`src/sv/i2c_rts_pkg.sv`:
```
package i2c_rts_pkg;

    localparam int PACKET_BYTES = 32;
    localparam int LEN_W        = $clog2(PACKET_BYTES + 1);
    localparam int ADDR_W       = (PACKET_BYTES > 1) ? $clog2(PACKET_BYTES) : 1;
    localparam int BYTE_W       = 8;
    localparam int TARGET_W     = 7;
    localparam int LIMIT_W      = 8;
    localparam int CFG_W        = 8;
    localparam int CFG_IDX_W    = 1;
    localparam int BITS_W       = 4;

    localparam logic [TARGET_W-1:0] TARGET_RESET = 7'd105;
    localparam logic [LIMIT_W-1:0]  LIMIT_RESET  = 8'd5;
    localparam logic [BITS_W-1:0]   BITS_START   = 4'd9;

    // input opcodes
    localparam logic [1:0] OP_SCL  = 2'd0;
    localparam logic [1:0] OP_SDA  = 2'd1;
    localparam logic [1:0] OP_TICK = 2'd2;
    localparam logic [1:0] OP_RSVD = 2'd3;

    // configuration register indexes
    localparam logic [CFG_IDX_W-1:0] CFG_TARGET_ADDRESS = 1'd0;
    localparam logic [CFG_IDX_W-1:0] CFG_IDLE_LIMIT     = 1'd1;

    typedef enum logic [1:0] {
        PH_IDLE,
        PH_ADDR,
        PH_DATA,
        PH_STOP
    } phase_t;

    typedef enum logic [1:0] {
        EM_IDLE,
        EM_COUNT,
        EM_READ,
        EM_DATA
    } emit_state_t;

    typedef struct packed {
        logic             valid;
        logic [LEN_W-1:0] len;
    } emit_req_t;

    typedef struct packed {
        logic              en;
        logic [ADDR_W-1:0] addr;
        logic [BYTE_W-1:0] data;
    } store_wr_t;

endpackage

```
`src/sv/i2c_read_transfer_sniffer.sv`:
```
// Passive monitor of I2C read transfers to one slave address. Each input transfer
// is one SCL edge, SDA edge or millisecond tick; edges and ticks are accepted
// whenever in_stall is low. When a stop follows a captured read (SCL rise with
// SDA low in the stop phase), the block emits the byte count and then the
// stored bytes, last one flagged. Emission walks the packet store, a RAM with
// a single registered read port: the count is loaded in EM_COUNT and each byte
// passes EM_READ (address) then EM_DATA (data); in_stall stays high after the
// stop until all n bytes (n up to 32) are loaded; out_stall can extend this. A
// finished result may sit in the output register while further edges and ticks
// are accepted. Configuration writes: index 0 target_address (reset 105), index 1
// idle_limit (reset 5); write only while no emission is in progress.
module i2c_read_transfer_sniffer (
    input  logic                                clk,
    input  logic                                rst_n,
    input  logic                                cfg_we,
    input  logic [i2c_rts_pkg::CFG_IDX_W-1:0]   cfg_index,
    input  logic [i2c_rts_pkg::CFG_W-1:0]       cfg_data,
    input  logic                                in_valid,
    output logic                                in_stall,
    input  logic [1:0]                          opcode,
    input  logic                                rising,
    input  logic                                scl_level,
    input  logic                                sda_level,
    output logic                                out_valid,
    input  logic                                out_stall,
    output logic [i2c_rts_pkg::BYTE_W-1:0]      out_byte,
    output logic                                last
);

    import i2c_rts_pkg::*;

    logic              accept;
    logic              busy;
    store_wr_t         store_wr;
    emit_req_t         emit_req;
    logic              rd_en;
    logic [ADDR_W-1:0] rd_addr;
    logic [BYTE_W-1:0] rd_data;

    assign in_stall = busy;
    assign accept   = in_valid && !in_stall;

    i2c_rts_rx u_rx (
        .clk       (clk),
        .rst_n     (rst_n),
        .cfg_we    (cfg_we),
        .cfg_index (cfg_index),
        .cfg_data  (cfg_data),
        .accept    (accept),
        .opcode    (opcode),
        .rising    (rising),
        .scl_level (scl_level),
        .sda_level (sda_level),
        .store_wr  (store_wr),
        .emit_req  (emit_req)
    );

    i2c_rts_ram #(
        .WIDTH (BYTE_W),
        .DEPTH (PACKET_BYTES)
    ) u_store (
        .clk     (clk),
        .wr_en   (store_wr.en),
        .wr_addr (store_wr.addr),
        .wr_data (store_wr.data),
        .rd_en   (rd_en),
        .rd_addr (rd_addr),
        .rd_data (rd_data)
    );

    i2c_rts_emit u_emit (
        .clk       (clk),
        .rst_n     (rst_n),
        .emit_req  (emit_req),
        .busy      (busy),
        .rd_en     (rd_en),
        .rd_addr   (rd_addr),
        .rd_data   (rd_data),
        .out_valid (out_valid),
        .out_stall (out_stall),
        .out_byte  (out_byte),
        .last      (last)
    );

endmodule

```
`src/sv/i2c_rts_ram.sv`:
```
module i2c_rts_ram #(
    parameter int WIDTH = 8,
    parameter int DEPTH = 32
) (
    input  logic                                        clk,
    input  logic                                        wr_en,
    input  logic [((DEPTH > 1) ? $clog2(DEPTH) : 1)-1:0] wr_addr,
    input  logic [WIDTH-1:0]                            wr_data,
    input  logic                                        rd_en,
    input  logic [((DEPTH > 1) ? $clog2(DEPTH) : 1)-1:0] rd_addr,
    output logic [WIDTH-1:0]                            rd_data
);

    logic [WIDTH-1:0] mem [DEPTH];
    logic [WIDTH-1:0] rd_data_reg;

    always_ff @(posedge clk)
    begin
        if (wr_en)
        begin
            mem[wr_addr] <= wr_data;
        end
        if (rd_en)
        begin
            rd_data_reg <= mem[rd_addr];
        end
    end

    assign rd_data = rd_data_reg;

endmodule

```
`src/sv/i2c_rts_rx.sv`:
```
module i2c_rts_rx (
    input  logic                                 clk,
    input  logic                                 rst_n,
    input  logic                                 cfg_we,
    input  logic [i2c_rts_pkg::CFG_IDX_W-1:0]    cfg_index,
    input  logic [i2c_rts_pkg::CFG_W-1:0]        cfg_data,
    input  logic                                 accept,
    input  logic [1:0]                           opcode,
    input  logic                                 rising,
    input  logic                                 scl_level,
    input  logic                                 sda_level,
    output i2c_rts_pkg::store_wr_t               store_wr,
    output i2c_rts_pkg::emit_req_t               emit_req
);

    import i2c_rts_pkg::*;

    logic [TARGET_W-1:0] target_reg;
    logic [LIMIT_W-1:0]  limit_reg;

    phase_t              phase_reg, phase_next;
    logic [BITS_W-1:0]   bits_reg, bits_next;
    logic [BYTE_W-1:0]   shift_reg, shift_next;
    logic [LEN_W-1:0]    len_reg, len_next;
    logic [LIMIT_W-1:0]  ticks_reg, ticks_next;

    logic [BITS_W-1:0]   bits_dec;
    logic [BYTE_W-1:0]   addr_or;
    logic [BYTE_W-1:0]   data_or;
    logic [LIMIT_W-1:0]  ticks_inc;
    logic                drop;

    always_ff @(posedge clk or negedge rst_n)
    begin
        if (!rst_n)
        begin
            target_reg <= TARGET_RESET;
            limit_reg  <= LIMIT_RESET;
        end
        else if (cfg_we)
        begin
            case (cfg_index)
                CFG_TARGET_ADDRESS: target_reg <= cfg_data[TARGET_W-1:0];
                CFG_IDLE_LIMIT:     limit_reg  <= cfg_data[LIMIT_W-1:0];
                default:            ;
            endcase
        end
    end

    always_ff @(posedge clk or negedge rst_n)
    begin
        if (!rst_n)
        begin
            phase_reg <= PH_IDLE;
            bits_reg  <= BITS_START;
            shift_reg <= '0;
            len_reg   <= '0;
            ticks_reg <= '0;
        end
        else
        begin
            phase_reg <= phase_next;
            bits_reg  <= bits_next;
            shift_reg <= shift_next;
            len_reg   <= len_next;
            ticks_reg <= ticks_next;
        end
    end

    assign bits_dec  = bits_reg - 4'd1;
    // address bits land at 6..0, data bits at 7..0
    assign addr_or   = (bits_reg >= 4'd3 && bits_reg <= 4'd9)
                     ? (shift_reg | (BYTE_W'(sda_level) << (bits_reg - 4'd3))) : shift_reg;
    assign data_or   = (bits_reg >= 4'd2 && bits_reg <= 4'd9)
                     ? (shift_reg | (BYTE_W'(sda_level) << (bits_reg - 4'd2))) : shift_reg;
    assign ticks_inc = (ticks_reg == '1) ? ticks_reg : ticks_reg + LIMIT_W'(1);

    always_comb
    begin
        phase_next    = phase_reg;
        bits_next     = bits_reg;
        shift_next    = shift_reg;
        len_next      = len_reg;
        ticks_next    = ticks_reg;
        drop          = 1'b0;
        store_wr.en   = 1'b0;
        store_wr.addr = len_reg[ADDR_W-1:0];
        store_wr.data = data_or;
        emit_req.valid = 1'b0;
        emit_req.len   = len_reg;

        if (accept)
        begin
            case (opcode)
                OP_TICK:
                begin
                    ticks_next = ticks_inc;
                    if (ticks_inc > limit_reg && phase_reg != PH_IDLE)
                    begin
                        drop = 1'b1;
                    end
                end
                OP_SCL, OP_SDA:
                begin
                    ticks_next = '0;
                    if (phase_reg == PH_IDLE)
                    begin
                        if (opcode == OP_SDA && !rising)
                        begin
                            if (scl_level)
                            begin
                                phase_next = PH_ADDR;
                            end
                            else
                            begin
                                drop = 1'b1;
                            end
                        end
                    end
                    else if (opcode == OP_SCL && rising)
                    begin
                        case (phase_reg)
                            PH_ADDR:
                            begin
                                shift_next = addr_or;
                                bits_next  = bits_dec;
                                if (bits_reg == '0)
                                begin
                                    drop = 1'b1;
                                end
                                else if (bits_dec == 4'd2)
                                begin
                                    if (addr_or != {1'b0, target_reg})
                                    begin
                                        drop = 1'b1;
                                    end
                                end
                                else if (bits_dec == 4'd1)
                                begin
                                    // R/W must be read
                                    if (!sda_level)
                                    begin
                                        drop = 1'b1;
                                    end
                                end
                                else if (bits_dec == 4'd0)
                                begin
                                    if (!sda_level)
                                    begin
                                        shift_next = '0;
                                        bits_next  = BITS_START;
                                        phase_next = PH_DATA;
                                    end
                                    else
                                    begin
                                        drop = 1'b1;
                                    end
                                end
                            end
                            PH_DATA:
                            begin
                                shift_next = data_or;
                                bits_next  = bits_dec;
                                if (bits_reg == '0)
                                begin
                                    drop = 1'b1;
                                end
                                else if (bits_dec == 4'd1)
                                begin
                                    if (len_reg < LEN_W'(PACKET_BYTES))
                                    begin
                                        store_wr.en = 1'b1;
                                        len_next    = len_reg + LEN_W'(1);
                                    end
                                end
                                else if (bits_dec == 4'd0)
                                begin
                                    // NACK ends the data
                                    if (sda_level)
                                    begin
                                        phase_next = PH_STOP;
                                    end
                                    else
                                    begin
                                        shift_next = '0;
                                        bits_next  = BITS_START;
                                    end
                                end
                            end
                            PH_STOP:
                            begin
                                emit_req.valid = !sda_level;
                                drop           = 1'b1;
                            end
                            default:
                            begin
                                drop = 1'b1;
                            end
                        endcase
                    end
                end
                default:
                begin
                end
            endcase
        end

        if (drop)
        begin
            phase_next = PH_IDLE;
            bits_next  = BITS_START;
            shift_next = '0;
            len_next   = '0;
        end
    end

endmodule

```
`src/sv/i2c_rts_emit.sv`:
```
module i2c_rts_emit (
    input  logic                                clk,
    input  logic                                rst_n,
    input  i2c_rts_pkg::emit_req_t              emit_req,
    output logic                                busy,
    output logic                                rd_en,
    output logic [i2c_rts_pkg::ADDR_W-1:0]      rd_addr,
    input  logic [i2c_rts_pkg::BYTE_W-1:0]      rd_data,
    output logic                                out_valid,
    input  logic                                out_stall,
    output logic [i2c_rts_pkg::BYTE_W-1:0]      out_byte,
    output logic                                last
);

    import i2c_rts_pkg::*;

    emit_state_t         state_reg, state_next;
    logic [LEN_W-1:0]    len_reg, len_next;
    logic [LEN_W-1:0]    idx_reg, idx_next;
    logic                out_valid_reg, out_valid_next;
    logic [BYTE_W-1:0]   out_byte_reg, out_byte_next;
    logic                last_reg, last_next;

    logic                out_free;
    logic                load;
    logic [LEN_W-1:0]    idx_inc;

    always_ff @(posedge clk or negedge rst_n)
    begin
        if (!rst_n)
        begin
            state_reg     <= EM_IDLE;
            len_reg       <= '0;
            idx_reg       <= '0;
            out_valid_reg <= 1'b0;
        end
        else
        begin
            state_reg     <= state_next;
            len_reg       <= len_next;
            idx_reg       <= idx_next;
            out_valid_reg <= out_valid_next;
        end
    end

    always_ff @(posedge clk)
    begin
        out_byte_reg <= out_byte_next;
        last_reg     <= last_next;
    end

    assign out_free = !out_valid_reg || !out_stall;
    assign idx_inc  = idx_reg + LEN_W'(1);

    always_comb
    begin
        state_next    = state_reg;
        len_next      = len_reg;
        idx_next      = idx_reg;
        out_byte_next = out_byte_reg;
        last_next     = last_reg;
        load          = 1'b0;
        rd_en         = 1'b0;
        rd_addr       = idx_reg[ADDR_W-1:0];

        case (state_reg)
            EM_IDLE:
            begin
                if (emit_req.valid)
                begin
                    len_next   = emit_req.len;
                    idx_next   = '0;
                    state_next = EM_COUNT;
                end
            end
            EM_COUNT:
            begin
                if (out_free)
                begin
                    load          = 1'b1;
                    out_byte_next = BYTE_W'(len_reg);
                    last_next     = (len_reg == '0);
                    state_next    = (len_reg == '0) ? EM_IDLE : EM_READ;
                end
            end
            EM_READ:
            begin
                rd_en      = 1'b1;
                state_next = EM_DATA;
            end
            EM_DATA:
            begin
                // read data stays put until the next read
                if (out_free)
                begin
                    load          = 1'b1;
                    out_byte_next = rd_data;
                    last_next     = (idx_inc == len_reg);
                    idx_next      = idx_inc;
                    state_next    = (idx_inc == len_reg) ? EM_IDLE : EM_READ;
                end
            end
            default:
            begin
                state_next = EM_IDLE;
            end
        endcase

        out_valid_next = load | (out_valid_reg & out_stall);
    end

    assign busy      = (state_reg != EM_IDLE);
    assign out_valid = out_valid_reg;
    assign out_byte  = out_byte_reg;
    assign last      = last_reg;

endmodule

```
`config.mk`:
```
export PLATFORM = sky130hd
export DESIGN_NAME = i2c_read_transfer_sniffer
export DESIGN_NICKNAME = d
export VERILOG_FILES = /design/src/sv/i2c_rts_pkg.sv /design/src/sv/i2c_read_transfer_sniffer.sv /design/src/sv/i2c_rts_ram.sv /design/src/sv/i2c_rts_rx.sv /design/src/sv/i2c_rts_emit.sv
export SDC_FILE = /design/constraint.sdc
export NUM_CORES = 1
export LEC_CHECK = 0
export ABC_CLOCK_PERIOD_IN_PS = 7500
export BUFFER_PORTS_ARGS = -buffer_cell sky130_fd_sc_hd__buf_2
export CAP_MARGIN = 20
export CORE_MARGIN = 8
export CORE_UTILIZATION = 35
export DETAILED_ROUTE_END_ITERATION = 8
export GPL_TIMING_DRIVEN = 0
export RECOVER_POWER = 25
export SLEW_MARGIN = 20
export SYNTH_ARGS = -nofsm -noshare
export SYNTH_HDL_FRONTEND = slang
export SYNTH_SLANG_ARGS = --single-unit
export TNS_END_PERCENT = 20
```
`constraint.sdc`:
```
create_clock -name clk -period 7.5 [get_ports clk]
set_input_delay 1.5 -clock clk [delete_from_list [all_inputs] [get_ports clk]]
set_output_delay 1.5 -clock clk [all_outputs]
set_load 0.01 [all_outputs]
```
# Word level (Yosys, flattened, before mapping)
# Memories as Yosys holds them, arrays and structs flattened. A register that Yosys moved wholly into a read port is not among the register bits.
# Cells that the tools add are included.
# word_totals
input_bits	19
word_cells	211
memories	1
ff_bits	67
latch_bits	0
mem_bits_rw	256
romBits	0
out_inout_bits	11
# op_classes
n_div	0
shift	2
bitwise_logic	5
magnitude_cmp	5
mul	0
eq_ne	29
n_reduce_logical	44
muxes	106
n_addsub	6
# mem_list
name	depth	word_bits	rd	rd_ports_with_merged_regs	write_ports	line	rtl
u_store.mem	32	8	1	1	1	i2c_rts_ram.sv:14	logic [WIDTH-1:0] mem [DEPTH];
# op_table
operator	n
two-way mux 8 bit	19
two-way mux 6 bit	11
one-hot mux 8 bit (2 select lines)	3
two-way mux 4 bit	11
two-way mux 2 bit	21
two-way mux 1 bit	34
inequality test 4 x 2 -> 1 bit (second input constant)	7
nonzero test 2 bit	11
bitwise OR 8 bit	2
left shift 1 x 4 -> 8 bit	2
AND reduction 15 bit	1
adder 6 x 1 -> 6 bit (second input constant)	2
one-hot mux 6 bit (2 select lines)	1
equality test 2 bit (second input constant)	5
AND reduction 3 bit	3
adder 8 x 1 -> 8 bit (second input constant)	1
equality test 8 bit (second input constant)	1
greater-or-equal comparator 4 x 2 -> 1 bit (second input constant)	2
> comparator 8 bit	1
logical NOT 4 bit	2
inequality test 2 x 1 -> 1 bit (second input constant)	4
inequality test 4 x 1 -> 1 bit (second input constant)	2
inequality test 8 x 7 -> 1 bit	1
one-hot mux 2 bit (4 select lines)	1
27 further kinds	49

# Longest topological paths before layout
# logic_depth
word_depth	15
mapped_depth	15
mapped_depth_nobuf	15

# By module
# A second synthesis with hierarchy kept.
# unflattened
cells_unflattened	933
hier_area_um2	14975.6
# by_module_without_submodules
mod	cells_each	n_inst	seq_area_each_um2	area_per_inst_um2
i2c_rts_ram	417	1	7927.6	10133.5
i2c_rts_rx	412	1	1086.0	3628.5
i2c_rts_emit	103	1	645.6	1199.9
i2c_read_transfer_sniffer	1	1	0.0	13.8

# Least setup slack after synthesis
# Ideal clock, no wire load.
# synth_path
kind	input -> register
from	input sda_level
to	register u_rx.shift_reg[4]
cell_stages	6
t_required_ns	7.426
setup_slack_ns	3.179
path_buffers	1
arrival_time_ns	4.248
setup_ns	0.074
path_cell_list	buf_2 > nand2b_1 > o41ai_1 > a21oi_1 > o21a_1 > nor2_1
# synth_lines
element	line	rtl
start, declared	i2c_read_transfer_sniffer.sv:23	input logic sda_level,
end signal, assigned	i2c_rts_rx.sv:64	shift_reg <= shift_next;
end, declared	i2c_rts_rx.sv:23	logic [BYTE_W-1:0] shift_reg, shift_next;

# Final worst setup path
# layout_path
from	register u_rx.bits_reg[0]
to	memory u_store.mem[20][3] (enable)
# layout_via
elab_chain_cells	11
elab_cells_between_ends	12
classes_between	1 x add/sub; 1 x eq/ne; 9 x mux; 1 x reduce/logical
# layout_rtl
element	line	rtl
start, declared	i2c_rts_rx.sv:22	logic [BITS_W-1:0] bits_reg, bits_next;
start signal, assigned	i2c_rts_rx.sv:63	bits_reg <= bits_next;
subtractor 4 x 1 -> 4 bit	i2c_rts_rx.sv:70	assign bits_dec = bits_reg - 4'd1;
equality test 4 x 1 -> 1 bit	i2c_rts_rx.sv:168	else if (bits_dec == 4'd1)
two-way mux 1 bit	i2c_rts_rx.sv:168	
two-way mux 1 bit (*)	i2c_rts_rx.sv:164	if (bits_reg == '0)
two-way mux 1 bit (*)	i2c_rts_rx.sv:122	case (phase_reg)
two-way mux 1 bit (*)	i2c_rts_rx.sv:120	else if (opcode == OP_SCL && rising)
two-way mux 1 bit (*)	i2c_rts_rx.sv:106	if (phase_reg == PH_IDLE)
two-way mux 1 bit (*)	i2c_rts_rx.sv:94	case (opcode)
two-way mux 1 bit (*)	i2c_rts_rx.sv:92	if (accept)
two-way mux 1 bit (*)	i2c_rts_ram.sv:19	if (wr_en)
two-way mux 1 bit (implied by the code) (*)	i2c_rts_ram.sv:21	mem[wr_addr] <= wr_data;
end, declared	i2c_rts_ram.sv:14	
# Mark *: on every way between the ends. The rest lies on a longest branch, timed or not.

==> qor.yml <==
grt:
  grt_max_degree: 59
  grt_pass1_vias: 8523
  overflow: 0
  antenna_found_initial: 1
  grt_pass1_wl_um: 51670
  grt_usage_pct: 13.51
sta:
  finalMaxSlewViolations: 67
  layout_min_cycle_time_ns: 4.206
  max_freq_ghz: 0.2378
  rsz0062_at_grt: "false"
  min_period_over_period_pct: 56.08
  skew_ns: 0.02740
  setup_viol: 0
  fin_setup_tns_ns: 0
  relSlewSlack_pct: -120.3
  hold_viol: 0
  tightest_slew_ns: 3.304
critical_path:
  cpLargestDelayFamily: "simple AND/OR/NAND/NOR gates"
  critPathRequiredTime_ns: 7.65
  cp.buffers_inverters: 2
  worstPathCellList: "clkbuf_1 -> inv_1 -> ha_1 -> xnor2_1 -> nand3b_1 -> or3_1 -> nor2_1 -> nand2_1 -> nor2_1"
  criticalPathCategory: "reg2reg"
  max_stage_delay_ns: 0.79
  cp_data_arrival_time_ns: 4.35
  worstSetupEndpointType: "flip-flop"
  worstPathMaxFanout: 10
  cp-start-kind: "flip-flop"
  cp_common_cell: "nor2_1"
  slowest_stage: "nor2_1"
layout:
  most-common-layout-cells: "edfxtp_1, nor2_1, mux4_2"
  syn_to_final_growth_pct: 13.86
  fillers: 3777
  layout.nets: 1051
  largest_reg_flops: 256
  fin_area_sq_mm: 0.01681
  drive_gt1_share_pct: 22.33
  top_register: "u_store.mem"
  multi_input_area_sq_mm: 0.004831
  stdcell_count: 1569
  final_common_cell: "edfxtp_1"
  seqCellArea_sq_mm: 0.009659
  antenna_cells: 0
routing:
  drt_iter0_markers: 593
  ant_nets: 0
  met1Wirelength_um: 14750
  routed_wl_um: 33260
  post_drt_via_cell_ratio: 5.266
  wl_met2_um: 15860
  wl_per_cell_um: 21.20
  firstDrtPassIters: 7
  vias: 8263
  drcViolationCount: 0
  top_layer: "met5"
  wl_met3_um: 1855
logic_synthesis:
  synth_edf_count: 273
  yosys.area_share.adder_pct: 2.458
  syn_area_sq_mm: 0.01476
  synthFlopType: "edfxtp_1"
  synthSimpleGateAreaFrac_pct: 7.881
  synth_xor_area_share_pct: 1.186
  ys_types: 63
  yosysSeqAreaShare_pct: 65.42
  synthCells: 929
  synth_top_family_by_area: "multiplexers"
  yosys_warnings: 0
  synth-compound-area-share_pct: 5.551
  synth.net_count: 977
  synthMuxAreaShare_pct: 15.58
  syn_area_per_cell_sq_um: 15.89
  async_reset_ff_share_pct: 17.52
  ys_ff_latch: 331
placement:
  dpl_cell_area_sq_mm: 0.01564
  numPlacedInstances: 1503
  io_buffers: 28
  dpl.hpwl_um: 22940
  place_congestion: 0.8638
pwr:
  fin_total_pwr_mw: 4.699
  power_frac_comb_pct: 15.0
  cellPowerDensity_mw_per_mm2: 279.5
  switching_power_mw: 1.242
  seqPwrFrac_pct: 47.5
  ir_worst_vdd_mv: 0.1509
  pwr-share-clk_pct: 37.5
  intPower_mw: 3.457
  switching_share_pct: 26.43
  p_leak_nw: 5.596
clock_tree:
  ctsResizeCount: 0
  cts_buffer_depth: 3
  htreeDepth: 2
  postCtsSetupBuffers: 0
  ctsHoldBuffers: 0
  clock_latency_ns: 0.53
  tritoncts: "yes"
  cts_inserted_buffers: 36
  path_clk_slew_ns: 0.06
  root_buffer: "clkbuf_16"
  clock_sinks: 331
floorplanning:
  initial_core_util_pct: 35.36
  die_area_sq_mm: 0.04901
  dieHeight_um: 221.4
  core.rowCount: 75
  fp.dieW_um: 221.4
  coreArea_sq_mm: 0.04176
  io_pins: 30
outcome:
  status: "finished with violations"
  violations: "capacitance limit, slew limit"
flow_run:
  cap_violations: 2
hold_path:
  min_path_type: "reg2reg"
==> final timing paths <==
check                      depth (start not counted)                     startpoint  slack (ns)                       endpoint
min                                                1  u_rx.limit_reg[1]$_DFFE_PN0P_        0.51  u_rx.limit_reg[1]$_DFFE_PN0P_
min in group asynchronous                          1                          rst_n        2.08  u_rx.limit_reg[4]$_DFFE_PN0P_
max                                                9   u_rx.bits_reg[0]$_DFFE_PN1P_        3.29   u_store.mem[20][3]$_DFFE_PP_
max reg2reg                                        9   u_rx.bits_reg[0]$_DFFE_PN1P_        3.29   u_store.mem[20][3]$_DFFE_PP_
max in group asynchronous                          1                          rst_n        3.55  u_rx.shift_reg[1]$_DFFE_PN0P_
min reg2reg                                        1  u_rx.limit_reg[1]$_DFFE_PN0P_        0.51  u_rx.limit_reg[1]$_DFFE_PN0P_
==> area by class of cell <==
type	count	share of cell area, %
sequential	331	57.46
multi-input combinational	528	28.74
clock buffer	51	6.059
tap	539	4.012
timing repair buffer	36	1.102
clock inverter	14	0.9453
buffer	37	0.9453
inverter	33	0.7369
==> per-layer routing <==
layer	GRT usage [%]	vias to the layer above
li1	-	3768
met1	17.99	4225
met2	22.16	209
met3	2.870	59
met4	3.788	2
met5	0	-
==> logic make-up (layout without fill, tap and decap cells) <==
group | after synthesis | in the layout
AND/OR/NAND/NOR | 236 | 236
flip-flops | 331 | 331
multiplexers | 125 | 125
XOR/XNOR | 20 | 20
adder cells (fa/ha/maj) | 29 | 29
AO/OA/AOI/OAI | 118 | 118
buffers and inverters | 70 | 171
==> through the flow <==
stage / setup slack (ns) / utilization (%) / hold slack [ns]
6_report: 3.294 / 40.25 / 0.5079
5_1_grt: 2.843 / 40.25 / 0.5246
4_1_cts: 3.348 / 40.27 / 0.5111
3_5_place_dp: 3.157 / 37.45 / 0.4984
3_3_place_gp: 0.4734 / 37.31 / 0.4920
2_1_floorplan: 3.179 / - / 0.4700
==> Yosys cell counts, types with 3 or more instances <==
cell / instances / area share, %
a211o_1: 4 / 0.24
a211oi_1: 7 / 0.36
a21o_1: 4 / 0.20
a21oi_1: 24 / 0.81
a22o_1: 3 / 0.18
a22oi_1: 6 / 0.31
a2bb2oi_1: 4 / 0.24
a31o_2: 3 / 0.18
a31oi_1: 4 / 0.17
and2_1: 6 / 0.25
and3_1: 9 / 0.38
buf_2: 5 / 0.17
clkbuf_1: 28 / 0.71
dfrtp_1: 50 / 8.5
dfstp_2: 8 / 1.4
edfxtp_1: 273 / 56
ha_1: 29 / 2.5
inv_1: 33 / 0.84
mux2_2: 38 / 2.9
mux2i_1: 7 / 0.47
mux4_2: 80 / 12
nand2_1: 50 / 1.3
nand2b_1: 14 / 0.59
nand3_1: 14 / 0.47
nand3b_1: 5 / 0.25
nand4_1: 6 / 0.25
nor2_1: 83 / 2.1
nor2_2: 10 / 0.42
nor2b_1: 10 / 0.42
nor3_1: 11 / 0.37
nor4_1: 5 / 0.21
o2111ai_1: 3 / 0.18
o21a_1: 4 / 0.20
o21ai_0: 26 / 0.88
o22ai_1: 4 / 0.17
o41ai_1: 3 / 0.18
xnor2_1: 11 / 0.65
xor2_1: 9 / 0.53
==> power by group through the flow <==
stage | Combinational (mW) | Sequential, mW | Clock, mW
2_1_floorplan | 0.471 | 2.25 | 0
3_3_place_gp | 0.668 | 2.27 | 0
3_5_place_dp | 0.700 | 2.27 | 0
4_1_cts | 0.703 | 2.23 | 1.80
5_1_grt | 0.782 | 2.24 | 1.87
6_report | 0.706 | 2.23 | 1.76
Power figures use the tool's default switching activity.
